===== config.mk =====
export PLATFORM = sky130hd
export DESIGN_NAME = i2c_master_transfer_sequencer
export DESIGN_NICKNAME = d
export VERILOG_FILES = /design/src/hw/rtl/i2cmts_pkg.sv /design/src/hw/rtl/i2c_master_transfer_sequencer.sv
export VERILOG_INCLUDE_DIRS = /design/src /design/src/hw/rtl
export SDC_FILE = /design/constraint.sdc
export NUM_CORES = 1
export LEC_CHECK = 0
export ABC_CLOCK_PERIOD_IN_PS = 6050
export BUFFER_PORTS_ARGS = -buffer_cell sky130_fd_sc_hd__buf_2
export CAP_MARGIN = 15
export CORE_MARGIN = 1
export CORE_UTILIZATION = 60
export DETAILED_ROUTE_END_ITERATION = 10
export GPL_TIMING_DRIVEN = 0
export HOLD_SLACK_MARGIN = 0.15
export PLACE_DENSITY = 0.86
export SKIP_CTS_REPAIR_TIMING = 1
export SYNTH_ARGS = -nofsm -noshare
export SYNTH_HDL_FRONTEND = slang
export SYNTH_SLANG_ARGS = --single-unit

===== constraint.sdc =====
create_clock -name clock -period 6.05 [get_ports clock]
set_input_delay 0.605 -clock clock [delete_from_list [all_inputs] [get_ports clock]]
set_output_delay 0.605 -clock clock [all_outputs]
set_load 0.02 [all_outputs]

===== src/hw/rtl/i2c_master_transfer_sequencer_defines.svh =====
// assertion macros shared by the i2c master transfer sequencer rtl
`ifndef I2C_MASTER_TRANSFER_SEQUENCER_DEFINES_SVH
`define I2C_MASTER_TRANSFER_SEQUENCER_DEFINES_SVH

// same-cycle implication, skipped while reset is high
`define I2CMTS_ASSERT_NOW(lbl, clk, rst, ante, cons, msg) \
   lbl: assert property (@(posedge clk) disable iff (rst) (ante) |-> (cons)) else $error(msg);

// next-cycle implication, skipped while reset is high
`define I2CMTS_ASSERT_NEXT(lbl, clk, rst, ante, cons, msg) \
   lbl: assert property (@(posedge clk) disable iff (rst) (ante) |=> (cons)) else $error(msg);

`endif


===== src/hw/rtl/i2cmts_pkg.sv =====
// opcodes and bus status codes of the i2c master transfer sequencer
package i2cmts_pkg;

   typedef logic [1:0] opcode_type;
   typedef logic [7:0] status_type;

   // request opcodes
   localparam opcode_type OP_BEGIN_WRITE = 2'd0;
   localparam opcode_type OP_BEGIN_READ  = 2'd1;
   localparam opcode_type OP_BUS_EVENT   = 2'd2;

   // bus controller status codes, low three bits masked off
   localparam status_type ST_BUS_ERROR   = 8'h00;
   localparam status_type ST_START       = 8'h08;
   localparam status_type ST_REP_START   = 8'h10;
   localparam status_type ST_SLA_W_ACK   = 8'h18;
   localparam status_type ST_SLA_W_NACK  = 8'h20;
   localparam status_type ST_DATA_W_ACK  = 8'h28;
   localparam status_type ST_DATA_W_NACK = 8'h30;
   localparam status_type ST_ARB_LOST    = 8'h38;
   localparam status_type ST_SLA_R_ACK   = 8'h40;
   localparam status_type ST_SLA_R_NACK  = 8'h48;
   localparam status_type ST_DATA_R_ACK  = 8'h50;
   localparam status_type ST_DATA_R_NACK = 8'h58;
   localparam status_type ST_NO_INFO     = 8'hf8;

   localparam status_type STATUS_MASK    = 8'hf8;
   localparam logic [7:0] DIR_READ_BIT   = 8'h01;
   localparam logic [7:0] DIR_WRITE_MASK = 8'hfe;

endpackage


===== src/hw/rtl/i2c_master_transfer_sequencer.sv =====
// i2c master transfer sequencer: start requests and bus status events to control words
//
// Takes one request word per clock while req_ready is high: a write start, a read start or a bus status
// event from the bus controller, and returns exactly one result word for each,
// in order. A request is captured in an input register; the next cycle the
// decision logic reads it together with the transfer state (phase, peer address,
// bytes left, buffer position, hold and nack flags), updates that state and
// loads the result register when that register is free or being drained.
// With rsp_ready held high the block sustains one word per clock; a single
// decision step lies between the input and result registers. When the result
// register is full and not taken, the word in the input register waits and
// req_ready drops only once that register is full too.
// A start while a transfer is busy is ignored (result carries only busy and
// nack status); a write of length zero is an address probe.
`include "i2c_master_transfer_sequencer_defines.svh"

module i2c_master_transfer_sequencer (
   input  logic       clock,
   input  logic       reset,
   // request channel
   input  logic       req_valid,
   output logic       req_ready,
   input  logic [1:0] req_opcode,
   input  logic [7:0] req_target_address,
   input  logic [7:0] req_transfer_length,
   input  logic       req_hold_bus,
   input  logic [7:0] req_status_code,
   input  logic [7:0] req_rx_byte,
   input  logic [7:0] req_tx_byte,
   // result channel
   output logic       rsp_valid,
   input  logic       rsp_ready,
   output logic       rsp_control_write,
   output logic       rsp_send_start,
   output logic       rsp_send_stop,
   output logic       rsp_ack_next,
   output logic       rsp_data_out_valid,
   output logic [7:0] rsp_data_out,
   output logic       rsp_rx_valid,
   output logic [7:0] rsp_rx_byte_out,
   output logic [7:0] rsp_buffer_index,
   output logic       rsp_busy_res,
   output logic       rsp_nacked
);

   // transfer phase
   typedef enum logic [1:0] {
      PH_IDLE,
      PH_REQ_WRITE,
      PH_REQ_READ,
      PH_RUNNING
   } phase_type;

   // input register
   logic       in_valid_ff;
   logic [1:0] in_opcode_ff;
   logic [7:0] in_address_ff;
   logic [7:0] in_length_ff;
   logic       in_hold_ff;
   logic [7:0] in_status_ff;
   logic [7:0] in_rx_byte_ff;
   logic [7:0] in_tx_byte_ff;

   // transfer state
   phase_type  phase_ff,     phase_in;
   logic [7:0] peer_addr_ff, peer_addr_in;
   logic [7:0] remain_ff,    remain_in;
   logic       no_stop_ff,   no_stop_in;
   logic       nack_ff,      nack_in;
   logic [7:0] position_ff,  position_in;

   // result register
   logic       out_valid_ff;
   logic       cw_ff,   cw_in;
   logic       sta_ff,  sta_in;
   logic       sto_ff,  sto_in;
   logic       ack_ff,  ack_in;
   logic       dv_ff,   dv_in;
   logic [7:0] dout_ff, dout_in;
   logic       rv_ff,   rv_in;
   logic [7:0] rout_ff, rout_in;
   logic [7:0] bidx_ff, bidx_in;

   logic       advance;
   logic [7:0] status_masked;
   logic [7:0] remain_dec;
   logic [7:0] position_inc;

   // result register free or being drained this cycle
   assign advance   = !out_valid_ff || rsp_ready;
   assign req_ready = !in_valid_ff || advance;

   assign status_masked = in_status_ff & i2cmts_pkg::STATUS_MASK;
   assign remain_dec    = remain_ff - 8'd1;
   assign position_inc  = position_ff + 8'd1;

   // decision step for the word in the input register
   always_comb begin
      phase_in     = phase_ff;
      peer_addr_in = peer_addr_ff;
      remain_in    = remain_ff;
      no_stop_in   = no_stop_ff;
      nack_in      = nack_ff;
      position_in  = position_ff;
      cw_in        = 1'b0;
      sta_in       = 1'b0;
      sto_in       = 1'b0;
      ack_in       = 1'b0;
      dv_in        = 1'b0;
      dout_in      = 8'd0;
      rv_in        = 1'b0;
      rout_in      = 8'd0;
      bidx_in      = 8'd0;

      if (in_opcode_ff == i2cmts_pkg::OP_BEGIN_WRITE ||
          in_opcode_ff == i2cmts_pkg::OP_BEGIN_READ) begin
         // starts only count while idle
         if (phase_ff == PH_IDLE) begin
            remain_in   = in_length_ff;
            nack_in     = 1'b0;
            position_in = 8'd0;
            cw_in       = 1'b1;
            sta_in      = 1'b1;
            if (in_opcode_ff == i2cmts_pkg::OP_BEGIN_WRITE) begin
               peer_addr_in = in_address_ff & i2cmts_pkg::DIR_WRITE_MASK;
               no_stop_in   = in_hold_ff;
               phase_in     = PH_REQ_WRITE;
            end else begin
               peer_addr_in = in_address_ff | i2cmts_pkg::DIR_READ_BIT;
               no_stop_in   = 1'b0;
               phase_in     = PH_REQ_READ;
            end
         end
      end else if (in_opcode_ff == i2cmts_pkg::OP_BUS_EVENT &&
                   status_masked != i2cmts_pkg::ST_NO_INFO) begin
         cw_in = 1'b1;
         unique case (status_masked)
            i2cmts_pkg::ST_START, i2cmts_pkg::ST_REP_START: begin
               // send address with direction
               if (phase_ff == PH_REQ_WRITE) begin
                  dv_in   = 1'b1;
                  dout_in = peer_addr_ff & i2cmts_pkg::DIR_WRITE_MASK;
               end else if (phase_ff == PH_REQ_READ) begin
                  dv_in   = 1'b1;
                  dout_in = peer_addr_ff | i2cmts_pkg::DIR_READ_BIT;
               end
            end
            i2cmts_pkg::ST_SLA_W_ACK, i2cmts_pkg::ST_DATA_W_ACK: begin
               if (status_masked == i2cmts_pkg::ST_SLA_W_ACK) begin
                  phase_in = PH_RUNNING;
               end
               if (remain_ff != 8'd0) begin
                  dv_in       = 1'b1;
                  dout_in     = in_tx_byte_ff;
                  bidx_in     = position_ff;
                  position_in = position_inc;
                  remain_in   = remain_dec;
               end else begin
                  // probe always stops, a finished write stops unless held
                  sto_in   = (status_masked == i2cmts_pkg::ST_SLA_W_ACK) || !no_stop_ff;
                  phase_in = PH_IDLE;
               end
            end
            i2cmts_pkg::ST_SLA_W_NACK, i2cmts_pkg::ST_DATA_W_NACK,
            i2cmts_pkg::ST_SLA_R_NACK: begin
               sto_in   = 1'b1;
               phase_in = PH_IDLE;
               nack_in  = 1'b1;
            end
            i2cmts_pkg::ST_ARB_LOST: begin
               sta_in = 1'b1;
            end
            i2cmts_pkg::ST_SLA_R_ACK: begin
               phase_in = PH_RUNNING;
               ack_in   = (remain_ff > 8'd1);
            end
            i2cmts_pkg::ST_DATA_R_ACK, i2cmts_pkg::ST_DATA_R_NACK: begin
               if (remain_ff != 8'd0) begin
                  rv_in       = 1'b1;
                  rout_in     = in_rx_byte_ff;
                  bidx_in     = position_ff;
                  position_in = position_inc;
                  remain_in   = remain_dec;
               end
               if (status_masked == i2cmts_pkg::ST_DATA_R_ACK) begin
                  ack_in = (remain_in > 8'd1);
               end else begin
                  sto_in   = !no_stop_ff;
                  phase_in = PH_IDLE;
               end
            end
            i2cmts_pkg::ST_BUS_ERROR: begin
               sto_in   = 1'b1;
               ack_in   = 1'b1;
               phase_in = PH_IDLE;
            end
            default: begin
               // unknown status: bare control write
            end
         endcase
      end
   end

   // input register
   always_ff @(posedge clock) begin
      if (reset) begin
         in_valid_ff <= 1'b0;
      end else if (req_ready) begin
         in_valid_ff <= req_valid;
      end
      if (req_valid && req_ready) begin
         in_opcode_ff  <= req_opcode;
         in_address_ff <= req_target_address;
         in_length_ff  <= req_transfer_length;
         in_hold_ff    <= req_hold_bus;
         in_status_ff  <= req_status_code;
         in_rx_byte_ff <= req_rx_byte;
         in_tx_byte_ff <= req_tx_byte;
      end
   end

   // transfer state and result register
   always_ff @(posedge clock) begin
      if (reset) begin
         phase_ff     <= PH_IDLE;
         peer_addr_ff <= 8'd0;
         remain_ff    <= 8'd0;
         no_stop_ff   <= 1'b0;
         nack_ff      <= 1'b0;
         position_ff  <= 8'd0;
         out_valid_ff <= 1'b0;
      end else if (advance) begin
         out_valid_ff <= in_valid_ff;
         if (in_valid_ff) begin
            phase_ff     <= phase_in;
            peer_addr_ff <= peer_addr_in;
            remain_ff    <= remain_in;
            no_stop_ff   <= no_stop_in;
            nack_ff      <= nack_in;
            position_ff  <= position_in;
         end
      end
      if (advance && in_valid_ff) begin
         cw_ff   <= cw_in;
         sta_ff  <= sta_in;
         sto_ff  <= sto_in;
         ack_ff  <= ack_in;
         dv_ff   <= dv_in;
         dout_ff <= dout_in;
         rv_ff   <= rv_in;
         rout_ff <= rout_in;
         bidx_ff <= bidx_in;
      end
   end

   // busy and nack reflect the state right after the word, held with it
   logic busy_ff;
   logic nacked_ff;
   always_ff @(posedge clock) begin
      if (advance && in_valid_ff) begin
         busy_ff   <= (phase_in != PH_IDLE);
         nacked_ff <= nack_in;
      end
   end

   assign rsp_valid          = out_valid_ff;
   assign rsp_control_write  = cw_ff;
   assign rsp_send_start     = sta_ff;
   assign rsp_send_stop      = sto_ff;
   assign rsp_ack_next       = ack_ff;
   assign rsp_data_out_valid = dv_ff;
   assign rsp_data_out       = dout_ff;
   assign rsp_rx_valid       = rv_ff;
   assign rsp_rx_byte_out    = rout_ff;
   assign rsp_buffer_index   = bidx_ff;
   assign rsp_busy_res       = busy_ff;
   assign rsp_nacked         = nacked_ff;

   // both registers full and result stalled: no new request
   `I2CMTS_ASSERT_NOW(a_stall_blocks, clock, reset, in_valid_ff && out_valid_ff && !rsp_ready, !req_ready, "request taken while both stages are full")
   // a word never both sends and stores a data byte
   `I2CMTS_ASSERT_NOW(a_tx_rx_excl, clock, reset, rsp_valid, !(rsp_rx_valid && rsp_data_out_valid), "result sends and stores a byte at once")
   // every start, stop, data or store comes with a control write
   `I2CMTS_ASSERT_NOW(a_action_cw, clock, reset, rsp_valid && (rsp_send_start || rsp_send_stop || rsp_data_out_valid || rsp_rx_valid), rsp_control_write, "bus action without control write")
   // a write start taken while idle enters the write-requested phase
   `I2CMTS_ASSERT_NEXT(a_write_start, clock, reset, advance && in_valid_ff && in_opcode_ff == i2cmts_pkg::OP_BEGIN_WRITE && phase_ff == PH_IDLE, phase_ff == PH_REQ_WRITE && busy_ff, "write start did not enter request phase")

endmodule


# Word-level counts from Yosys, hierarchy flattened
# Index checks and enable logic that the tools add are counted.
word_totals:
  reg_bits: 105
  latch_bits: 0
  ram_bits: 0
  rom_bits: 0
  output_inout_bits: 34
  memories: 0
op_classes:
  addsub: 2
  n_mul: 0
  div: 0
  order_cmp: 2
  eq_ne: 17
  shifts: 0
  muxes: 46
  bitwise_logic: 4
  n_reduce_logical: 33
ops:
  columns: ["op", "n"]
  rows:
  - ["$mux W8", 15]
  - ["$pmux W8 S2", 2]
  - ["$eq A5 B3 Y1 const B", 4]
  - ["$eq A5 B4 Y1 const B", 4]
  - ["$mux W1", 18]
  - ["$gt A8 B1 Y1 const B", 2]
  - ["$reduce_or A4 Y1", 4]
  - ["$mux W2", 7]
  - ["$eq A5 B2 Y1 const B", 2]
  - ["$add A8 B1 Y8 const B", 1]
  - ["$logic_not A8 Y1", 1]
  - ["$pmux W2 S4", 1]
  - ["$reduce_bool A2 Y1", 4]
  - ["$reduce_bool A8 Y1", 1]
  - ["$reduce_or A2 Y1", 4]
  - ["$sub A8 B1 Y8 const B", 1]
  - ["$pmux W1 S3", 2]
  - ["$reduce_and A6 Y1", 1]
  - ["$reduce_or A3 Y1", 2]
  - ["$eq A5 B1 Y1 const B", 1]
  - ["$ne A5 B5 Y1 const B", 1]
  - ["$reduce_and A5 Y1", 1]
  - ["$eq A2 B1 Y1 const B", 2]
  - ["$eq A2 B2 Y1 const B", 2]
  - ["10 further kinds", 21]

# Depth between registers and ports, before layout
# Gate-level depths: netlist of run 1.
depth:
  word_depth: 8
  depth_mapped: 8
  ltp_nobuf: 8

# Worst setup path before layout of run 1
# Ideal clock, no wire load.
synth_timing:
  path_kind: "input port to flip-flop"
  start: "input port rsp_ready"
  end: "register in_address_ff[1], enable pin"
  t_arrival_ns: 1.833
  path_slack_ns: 3.817
  stages: 3
  n_path_buf: 0
  cell_sequence: "nor2b_1 -> nand2_1 -> and2_1"
synth_between:
  elab_chain_cells: 3
synth_rtl:
  columns: ["item", "line", "rtl"]
  rows:
  - ["start, declared", "i2c_master_transfer_sequencer.sv:32", "input logic rsp_ready,"]
  - ["$logic_or A1 B1 Y1", "i2c_master_transfer_sequencer.sv:90", "assign advance = !out_valid_ff || rsp_ready;"]
  - ["$logic_or A1 B1 Y1", "i2c_master_transfer_sequencer.sv:91", "assign req_ready = !in_valid_ff || advance;"]
  - ["net req_ready", "i2c_master_transfer_sequencer.sv:22", "output logic req_ready,"]
  - ["$logic_and A1 B1 Y1", "i2c_master_transfer_sequencer.sv:211", "if (req_valid && req_ready) begin"]
  - ["end signal, assigned", "i2c_master_transfer_sequencer.sv:213", "in_address_ff <= req_target_address;"]
  - ["end, declared", "i2c_master_transfer_sequencer.sv:57", "logic [7:0] in_address_ff;"]
# The timed path passes the listed nets, and every way through them passes these cells.
# A chain may end at the register's enable or synchronous reset.

# Worst setup path in the final report of run 1
layout_timing:
  start: "register in_status_ff[5]"
  end: "register remain_ff[4]"
layout_between:
  elab_chain_cells: 5
layout_rtl:
  columns: ["item", "line", "rtl"]
  rows:
  - ["start, declared", "i2c_master_transfer_sequencer.sv:60", "logic [7:0] in_status_ff;"]
  - ["start signal, assigned", "i2c_master_transfer_sequencer.sv:216", "in_status_ff <= req_status_code;"]
  - ["$eq A5 B4 Y1, or another cell as far along", "i2c_master_transfer_sequencer.sv:137", "unique case (status_masked)"]
  - ["$reduce_or A2 Y1", "i2c_master_transfer_sequencer.sv:137", null]
  - ["$pmux W8 S2", "i2c_master_transfer_sequencer.sv:137", null]
  - ["$mux W8", "i2c_master_transfer_sequencer.sv:134", "end else if (in_opcode_ff == i2cmts_pkg::OP_BUS_EVENT &&"]
  - ["$mux W8", "i2c_master_transfer_sequencer.sv:115", "if (in_opcode_ff == i2cmts_pkg::OP_BEGIN_WRITE ||"]
  - ["end signal, assigned", "i2c_master_transfer_sequencer.sv:237", "remain_ff <= remain_in;"]
  - ["end, declared", "i2c_master_transfer_sequencer.sv:67", "logic [7:0] remain_ff, remain_in;"]
# Parallel ways exist; a longest one is shown, timed or not. The select of a mux whose other input is x is not followed.

==> impl_metrics.yaml, run 1 <==
floorplanning:
  die_h_microns: 87.7
  pin_count: 81
  rows: 30
  dieArea_sq_um: 7690
  initial_core_util_pct: 63.4
  die_x_microns: 87.7
  coreArea_sq_um: 6940
power_and_ir_drop:
  swShare_pct: 26.3
  intPower_uw: 974
  p_leak_uw: 0.00192
  power_frac_comb_pct: 12.0
  clkPwrFrac_pct: 29.1
  share_seq_of_total_power_pct: 58.9
  p_sw_uw: 347
  power.density_nw_per_um2: 260
  total_power_uw: 1320
  ir_drop_mv: 0.212
setup_path:
  cp.depth: 7
  path_cells: "nor2b_1 -> a2bb2oi_1 -> nor3_2 -> o21ai_1 -> buf_2 -> a31oi_1 -> o32ai_1"
  critical_path.endpoint_type: "register"
  critPathRequiredTime_ns: 6.31
  cp_max_fo: 10
  cp-endpoint: "remain_ff[4]"
  cp.arrival_ns: 2.86
  path_delay_family: "simple AND/OR/NAND/NOR gates"
  crit_buf_inv: 1
  cp-startpoint: "in_status_ff[5]"
  r2r-start: "in_status_ff[5]"
  slowest_delay_ns: 0.57
  reg2reg_to: "remain_ff[4]"
  setup.worst_path.class: "reg -> reg"
  startpoint_type: "register"
  slowest_stage: "nor3_2"
  reg2reg_slack_ns: 3.45
  worst-r2r-cell-count: 7
place:
  hpwlAfterDp_microns: 6440
  dpl_cell_area_sq_um: 4910
  gp_congestion: 0.917
  pre_cts_ws_ns: 3.37
  portBuffers: 76
min_path:
  hp-start: "req_transfer_length[6]"
  hold_class: "in -> reg"
detailed_routing:
  wl_per_cell_microns: 16.3
  drt-vias-per-instance: 5.91
  drtIter0Drc: 258
  vias: 3310
  drc: 0
  ant_nets: 0
  first_pass_iters: 5
  wl_microns: 9110
global_routing:
  grt_pass1_wl_microns: 14200
  grt_usage_pct: 24.8
  grt_max_degree: 40
  overflow: 0
  antenna_found_initial: 0
  first_global_vias: 3063
final_layout:
  num-nets-final: 513
  area_growth_pct: 15.4
  drive_gt1_share_pct: 25.0
  fin_area_sq_um: 5080
  antennaDiodeCount: 0
  fillCellCount: 512
sta:
  setup_tns_ns: 0
  slew_headroom_pct: 39.5
  max_freq_mhz: 385
  final.setup.worst_slack_ns: 3.45
  slew_violations: 0
  timing.hold.ws_ns: 0.399
  tightest_slew_ns: 0.908
  finalClockSkew_ns: 0.00865
  fin_crit_sh_pct: 42.9
  hold_viol: 0
  rsz0062_at_grt: "no"
  fin_crit_ns: 2.60
  setup_viol: 0
clock_network:
  root_buffer: "clkbuf_8"
  path_clk_slew_ns: 0.10
  cts_tree: "built"
  cts_buffers: 9
  worst_skew_pair.late_latency_ns: 0.37
  clock_path_buffers: 2
  cts.sinks: 100
  cts-htree-levels: 3
run_status:
  status: "completed"
synthesis:
  synthCells: 372
  synth.most_common_cell: "edfxtp_1"
  synth.largest_area_cell: "edfxtp_1"
  yosys.cell_types.count: 58
  avgSynthCellArea_sq_um: 11.8
  syn_area_sq_um: 4410
  synthFlopType: "edfxtp_1"
  synthTopCellsByArea: "edfxtp_1 48%, dfxtp_1 13%, nor2_1 3.3%"
  ys_seq_area_share_pct: 61.6
  yosysWarnings: 0
  synth_fp_nets: 426
  ys_seq_elements: 100
  netlist.area_leader.share_pct: 48.4
  synth_edf_count: 71
  netlist_top_cells_count: "71 x edfxtp_1, 39 x nor2_1, 32 x nand2_1, 29 x dfxtp_1, 21 x a21oi_1"
  async_reset_ff_share_pct: 0
job:
  maxCapViolCount: 0
[through the flow]
stage	utilization, %	instances
2_1_floorplan	-	372
3_3_place_gp	70.6	544
3_5_place_dp	70.7	544
4_1_cts	73.2	560
5_1_grt	73.2	560
6_report	73.2	560
[power groups by stage]
stage	logic, uW	registers [uW]	clock network [uW]
after floorplan	94.5	802	0
after global placement	150	792	0
after detailed placement	155	794	0
after CTS	156	778	390
after global routing	172	782	416
final	159	778	385
[kinds of logic (layout without fill, tap and decap cells)]
| logic type | after synthesis | in the layout | share of synthesized area, % |
|---|---|---|---|
| DFF | 100 | 100 | 61.6 |
| xor gates and xnor gates | 10 | 10 | 1.99 |
| and+or+nand+nor | 148 | 148 | 18.4 |
| AOI/OAI and AO/OA | 77 | 77 | 12.4 |
| buffers and inverters | 25 | 117 | 2.47 |
| muxes | 5 | 5 | 1.16 |
| adders and majority gates | 7 | 7 | 1.99 |
[final cells by class]
| class | count | area (sq um) | area share [%] |
|---|---|---|---|
| clock buffers | 10 | 128 | 2.51 |
| well taps | 96 | 120 | 2.36 |
| clock inverters | 6 | 48.8 | 0.960 |
| inverters | 8 | 30.0 | 0.591 |
| repair buffers | 76 | 380 | 7.48 |
| plain buffers | 17 | 78.8 | 1.55 |
| flip-flops and latches | 100 | 2710 | 53.4 |
| multi-input cells | 247 | 1590 | 31.2 |
[worst min-delay path by stage]
stage               slack [ns]              end  depth (start not counted)
detailed placement        0.46          nack_ff                          2
global route              0.39  in_length_ff[6]                          1
global placement          0.44          nack_ff                          2
floorplan                 0.43       no_stop_ff                          2
CTS                       0.39  in_length_ff[6]                          1
finish                    0.40  in_length_ff[6]                          1
[per-layer routing]
metal	track usage, %	part of all wire [%]
met1	31.5	43
met5	0	0
met2	41.1	48
met4	11.3	2.8
met3	5.09	6.8
[worst reg2reg max path: cells and delay by family, from the launching register on]
family          cells  cell delay, ns
buf+inv             1            0.27
simple gates        2            0.97
compound gates      4            0.76
flops               1            0.50
[flip-flops by register name, summed over array words and instances (netlist names), 2 cells and up]
name              flops
in_address_ff         7
in_length_ff          8
in_opcode_ff          2
in_rx_byte_ff         8
in_status_ff          5
in_tx_byte_ff         8
peer_addr_ff          7
phase_ff              2
position_ff           8
remain_ff             8
rsp_buffer_index      8
rsp_data_out          8
rsp_rx_byte_out       8
[placed cells by master (no fill, tap or decap), drive strengths merged, types with 4 or more instances in the layout]
cell type,instances
or4,4
buf,84
and3,10
a31oi,6
a211oi,4
nor2,40
nand2b,7
edfxtp,71
nor4,4
nand2,33
a22oi,8
o32ai,4
dfxtp,29
nor2b,10
o21ai,10
inv,10
clkbuf,19
and2,9
a21oi,21
xor2,7
ha,7
mux2i,4
nor3,9
nand3b,7
Power figures use the tool's default switching activity.
==> run 2, diff against run 1 <==
--- a/config.mk
+++ b/config.mk
@@ -6,15 +6,15 @@
 export SDC_FILE = /design/constraint.sdc
 export NUM_CORES = 1
 export LEC_CHECK = 0
-export ABC_CLOCK_PERIOD_IN_PS = 6050
+export ABC_CLOCK_PERIOD_IN_PS = 2300
 export BUFFER_PORTS_ARGS = -buffer_cell sky130_fd_sc_hd__buf_2
 export CAP_MARGIN = 15
 export CORE_MARGIN = 1
-export CORE_UTILIZATION = 60
+export CORE_UTILIZATION = 50
 export DETAILED_ROUTE_END_ITERATION = 10
 export GPL_TIMING_DRIVEN = 0
 export HOLD_SLACK_MARGIN = 0.15
-export PLACE_DENSITY = 0.86
+export PLACE_DENSITY = 0.77
 export SKIP_CTS_REPAIR_TIMING = 1
 export SYNTH_ARGS = -nofsm -noshare
 export SYNTH_HDL_FRONTEND = slang
==> constraint.sdc (replaced) <==
create_clock -name clock -period 2.3 [get_ports clock]
set_input_delay 0.23 -clock clock [delete_from_list [all_inputs] [get_ports clock]]
set_output_delay 0.23 -clock clock [all_outputs]
set_load 0.02 [all_outputs]
==> run 2 against run 1 <==
  * Largest power group unchanged
  * Wire length grew 3.2%
  * Design area is 10% higher
  * Sequential cell count unchanged
  * Sequential share of layout area down 4.8 points
  * Non-clock buffer count increased by 44
  * Worst hold slack worse by 0.23 ns
  * Clock skew rose by 0.0086 ns
  * Clock-buffer cell count unchanged
  * Worst setup slack got worse by 3.4 ns
  * Global-route usage is 4.4 points lower
==> impl_metrics.yaml, run 2 (synthesis results as in run 1) <==
detailed_routing:
  met3WireLength_microns: 443
  wl_per_cell_microns: 15.3
  wl_microns: 9390
  vias: 3390
  wl_met1_microns: 4160
  ant_nets: 0
  top_layer: "met4"
  drtIter0Drc: 220
  drc: 0
  wl_met2_microns: 4590
  drt-vias-per-instance: 5.53
  first_pass_iters: 5
min_path:
  holdPathEnd: "remain_ff[4]"
  hp-start: "reset"
  hold_class: "in -> reg"
  whs_path_depth: 2
setup_path:
  r2r-start: "remain_ff[0]"
  crit_buf_inv: 1
  reg2reg_slack_ns: 0.10
  critPathRequiredTime_ns: 2.43
  cp.arrival_ns: 2.33
  setup.worst_path.class: "reg -> reg"
  startpoint_type: "register"
  critical_path.endpoint_type: "register"
  reg2reg_to: "rsp_busy_res"
  slowest_stage: "or3b_4"
  worst-r2r-cell-count: 8
  path_cells: "inv_1 -> ha_2 -> or3b_4 -> nor2_4 -> o41ai_1 -> a211o_1 -> o21ai_0 -> nand2_1"
  slowest_delay_ns: 0.41
  cp-startpoint: "remain_ff[0]"
  path_delay_family: "simple AND/OR/NAND/NOR gates"
  cp_max_fo: 6
clock_network:
  cts_buffers: 9
  clock_path_buffers: 2
  root_buffer: "clkbuf_8"
  cts.sinks: 100
  path_clk_slew_ns: 0.10
  cts-htree-levels: 3
  worst_skew_pair.late_latency_ns: 0.37
  cts_tree: "built"
final_layout:
  fillCellCount: 630
  antennaDiodeCount: 0
  final_cell_mix: "82 x buf_2, 71 x edfxtp_1, 40 x dlygate4sd3_1"
  area_growth_pct: 26.9
  seq_area_sq_um: 2720
  final_cells: 613
  num-nets-final: 557
  layout.cells.most_common: "buf_2"
  drive_gt1_share_pct: 25.8
  multi_input_area_sq_um: 1640
  final_util_pct: 66.7
power_and_ir_drop:
  power.density_nw_per_um2: 644
  power_frac_comb_pct: 13.8
  ir_drop_mv: 0.461
  intPower_uw: 2640
  share_seq_of_total_power_pct: 56.9
  total_power_uw: 3600
  p_sw_uw: 962
  p_leak_uw: 0.00213
  clkPwrFrac_pct: 29.4
  swShare_pct: 26.7
sta:
  tightest_slew_ns: 0.914
  slew_violations: 0
  max_freq_mhz: 455
  setup_viol: 0
  finalClockSkew_ns: 0.0173
  fin_crit_ns: 2.20
  hold_viol: 0
  setup_tns_ns: 0
  fin_crit_sh_pct: 95.5
  slew_headroom_pct: 39.1
  final.setup.worst_slack_ns: 0.104
place:
  pre_cts_ws_ns: -0.127
  place_inst: 553
  gp_congestion: 0.912
  portBuffers: 76
  hpwlAfterDp_microns: 6180
floorplanning:
  initial_core_util_pct: 52.6
  die_x_microns: 95.9
  coreArea_sq_um: 8380
  rows: 33
  dieArea_sq_um: 9190
  pin_count: 81
  die_h_microns: 95.9
global_routing:
  antenna_found_initial: 0
  overflow: 0
  grt_pass1_wl_microns: 13800
  first_global_vias: 2864
  grt_usage_pct: 20.4
  grt_max_degree: 40
run_status:
  status: "completed"
job:
  maxCapViolCount: 0
-- run 2: cell types whose count changed in the layout (fill, tap and decap cells not counted), moves of 2 or more --
cell,previous run,this run
dlygate4sd3_1,0,40
buf_4,0,4
clkbuf_1,10,8
clkbuf_2,0,2
dfxtp_1,29,27
dfxtp_2,0,2
inv_6,1,3
nor2b_1,10,8
nor2b_2,0,2
or3b_2,2,0
or3b_4,1,3
-- run 2: area by class of cell --
class / count / share of cell area (%)
flip-flops and latches: 100 / 48.6
clock buffers: 10 / 2.28
well taps: 105 / 2.35
plain buffers: 17 / 1.45
repair buffers: 120 / 14.5
inverters: 8 / 0.582
multi-input cells: 247 / 29.3
clock inverters: 6 / 0.962
-- run 2: power groups by stage --
stage | clock network [uW] | logic [uW] | registers, uW
3_5_place_dp | 0 | 405 | 2090
6_report | 1060 | 495 | 2050
3_3_place_gp | 0 | 398 | 2080
2_1_floorplan | 0 | 248 | 2110
4_1_cts | 1070 | 407 | 2050
5_1_grt | 1140 | 538 | 2060
-- run 2: worst max path at each step --
stage / cells after the start / end / slack (ns)
floorplan: 3 / in_address_ff[1] / 0.18
global placement: 8 / rsp_busy_res / -0.04
detailed placement: 7 / remain_ff[4] / -0.13
CTS: 6 / remain_ff[7] / -0.13
global route: 8 / rsp_busy_res / -0.009
finish: 8 / rsp_busy_res / 0.10
-- run 2: stage by stage --
step,hold WS [ns],area (sq um)
2_1_floorplan,0.329,4410
3_3_place_gp,0.407,4920
3_5_place_dp,0.408,4920
4_1_cts,0.0142,5100
5_1_grt,0.153,5590
6_report,0.166,5590
-- run 2: worst reg2reg max path, stage by stage, from the launching register on --
cell,delay (ns)
dfxtp_2,0.37
inv_1,0.13
ha_2,0.21
or3b_4,0.41
nor2_4,0.22
o41ai_1,0.12
a211o_1,0.30
o21ai_0,0.10
nand2_1,0.08
-- run 2: layer usage --
metal,up-vias,GRT usage (%)
met3,20,3.16
met4,0,10.6
li1,1640,-
met1,1598,26.9
met5,-,0
met2,132,32.6
==> run 3, diff against run 2 <==
--- a/config.mk
+++ b/config.mk
@@ -6,15 +6,15 @@
 export SDC_FILE = /design/constraint.sdc
 export NUM_CORES = 1
 export LEC_CHECK = 0
-export ABC_CLOCK_PERIOD_IN_PS = 2300
+export ABC_CLOCK_PERIOD_IN_PS = 2270
 export BUFFER_PORTS_ARGS = -buffer_cell sky130_fd_sc_hd__buf_2
 export CAP_MARGIN = 15
 export CORE_MARGIN = 1
-export CORE_UTILIZATION = 50
+export CORE_UTILIZATION = 55
 export DETAILED_ROUTE_END_ITERATION = 10
 export GPL_TIMING_DRIVEN = 0
 export HOLD_SLACK_MARGIN = 0.15
-export PLACE_DENSITY = 0.77
+export PLACE_DENSITY = 0.8
 export SKIP_CTS_REPAIR_TIMING = 1
 export SYNTH_ARGS = -nofsm -noshare
 export SYNTH_HDL_FRONTEND = slang
==> constraint.sdc (replaced) <==
create_clock -name clock -period 2.27 [get_ports clock]
set_input_delay 0.227 -clock clock [delete_from_list [all_inputs] [get_ports clock]]
set_output_delay 0.227 -clock clock [all_outputs]
set_load 0.02 [all_outputs]
==> run 3 against run 2 <==
  * Worst setup slack lost 0.099 ns
  * Via count grew 1.2%
  * Clock skew down 0.0015 ns
  * Core utilization increased by 6.1 points
  * Design area is 0.65% higher
  * Critical path type unchanged
  * Critical path depth unchanged
  * Clock power about the same
  * Highest routed layer unchanged
  * Sequential power about the same
==> impl_metrics.yaml, run 3 (synthesis results as in run 1) <==
setup_path:
  setup.worst_path.class: "reg -> reg"
  slowest_delay_ns: 0.43
  crit_buf_inv: 1
  path_delay_family: "simple AND/OR/NAND/NOR gates"
  startpoint_type: "register"
  critical_path.endpoint_type: "register"
  cp.arrival_ns: 2.39
  critPathRequiredTime_ns: 2.39
  cp_max_fo: 7
  path_cells: "inv_2 -> ha_1 -> or3b_4 -> nor2_4 -> o41ai_1 -> a211o_1 -> o21ai_2 -> nand2_1"
  slowest_stage: "or3b_4"
place:
  hpwlAfterDp_microns: 6320
  portBuffers: 76
  gp_congestion: 0.906
power_and_ir_drop:
  p_leak_uw: 0.00216
  ir_drop_mv: 0.435
  total_power_uw: 3660
  power.density_nw_per_um2: 650
  share_seq_of_total_power_pct: 56.7
  power_frac_comb_pct: 13.9
  clkPwrFrac_pct: 29.4
  intPower_uw: 2680
  swShare_pct: 26.9
  p_sw_uw: 983
sta:
  finalClockSkew_ns: 0.0158
  slew_headroom_pct: 41.1
  setup_viol: 0
  max_freq_mhz: 442
  setup_tns_ns: 0
  slew_violations: 0
  hold_viol: 0
  fin_crit_ns: 2.26
  fin_crit_sh_pct: 99.7
  rsz0062_at_grt: "yes"
  tightest_slew_ns: 0.883
clock_network:
  cts-htree-levels: 3
  worst_skew_pair.late_latency_ns: 0.38
  root_buffer: "clkbuf_8"
  clock_path_buffers: 2
  cts_buffers: 9
  cts_tree: "built"
  cts.sinks: 100
  path_clk_slew_ns: 0.10
detailed_routing:
  first_pass_iters: 5
  vias: 3430
  drt-vias-per-instance: 5.61
  wl_microns: 9690
  wl_per_cell_microns: 15.9
  drtIter0Drc: 265
  drc: 0
  ant_nets: 0
global_routing:
  antenna_found_initial: 0
  grt_usage_pct: 22.4
  first_global_vias: 3031
  grt_pass1_wl_microns: 14300
  grt_max_degree: 40
  overflow: 0
final_layout:
  num-nets-final: 558
  antennaDiodeCount: 0
  layout.cells.most_common: "buf_2"
  final_cell_mix: "82 x buf_2, 71 x edfxtp_1, 41 x dlygate4sd3_1"
  area_growth_pct: 27.7
  final_util_pct: 72.8
  drive_gt1_share_pct: 26.3
floorplanning:
  pin_count: 81
  die_h_microns: 91.5
  initial_core_util_pct: 57.0
  dieArea_sq_um: 8370
  coreArea_sq_um: 7730
  rows: 32
  die_x_microns: 91.5
run_status:
  status: "completed"
min_path:
  hold_class: "in -> reg"
job:
  maxCapViolCount: 0
[run 3: worst register-to-register path, delay by kind of cell, from the launching register on]
kind	cells	cell delay, ns
buffers and inverters	1	0.09
flip-flops	1	0.36
adder cells (fa/ha/maj)	1	0.21
AO/OA/AOI/OAI	3	0.57
AND/OR/NAND/NOR	3	0.78
[run 3: worst paths after layout]
kind / cells past startpoint / to / slack, ns / start
worst min-delay path: 4 / rsp_valid / 0.19 / rsp_ready
worst min register to register: 2 / peer_addr_ff[2] / 0.48 / peer_addr_ff[2]
worst max register to register: 8 / rsp_busy_res / 0.006 / remain_ff[0]
worst max-delay path: 8 / rsp_busy_res / 0.006 / remain_ff[0]
[run 3: cell type report]
cell class / instances / area [sq um]
Timing Repair Buffer: 121 / 821
Sequential cell: 100 / 2720
Multi-Input combinational cell: 247 / 1660
Tap cell: 102 / 128
Clock inverter: 6 / 57.6
Buffer: 17 / 82.6
Fill cell: 528 / 2100
Inverter: 8 / 32.5
Clock buffer: 10 / 128
[run 3: power groups by stage]
stage          combinational (uW)  sequential (uW)  clock (uW)
3_5_place_dp                  410             2110           0
6_report                      507             2070        1080
2_1_floorplan                 252             2140           0
4_1_cts                       413             2070        1080
3_3_place_gp                  400             2110           0
5_1_grt                       546             2080        1150
[run 3: layer usage]
layer | track usage, % | routed length (microns)
met1 | 28.5 | 3940
met2 | 36.8 | 4880
met3 | 3.85 | 576
met4 | 11.1 | 293
met5 | 0 | 0
[run 3: stage by stage]
stage | cell area, sq um | hold WS [ns] | instances | worst slack [ns]
detailed placement | 4910 | 0.405 | 550 | -0.121
finish | 5630 | 0.190 | 611 | 0.00579
floorplan | 4410 | 0.326 | 372 | 0.152
CTS | 5100 | 0.0115 | 566 | -0.144
global route | 5630 | 0.244 | 611 | -0.0542
global placement | 4910 | 0.403 | 550 | -0.0657
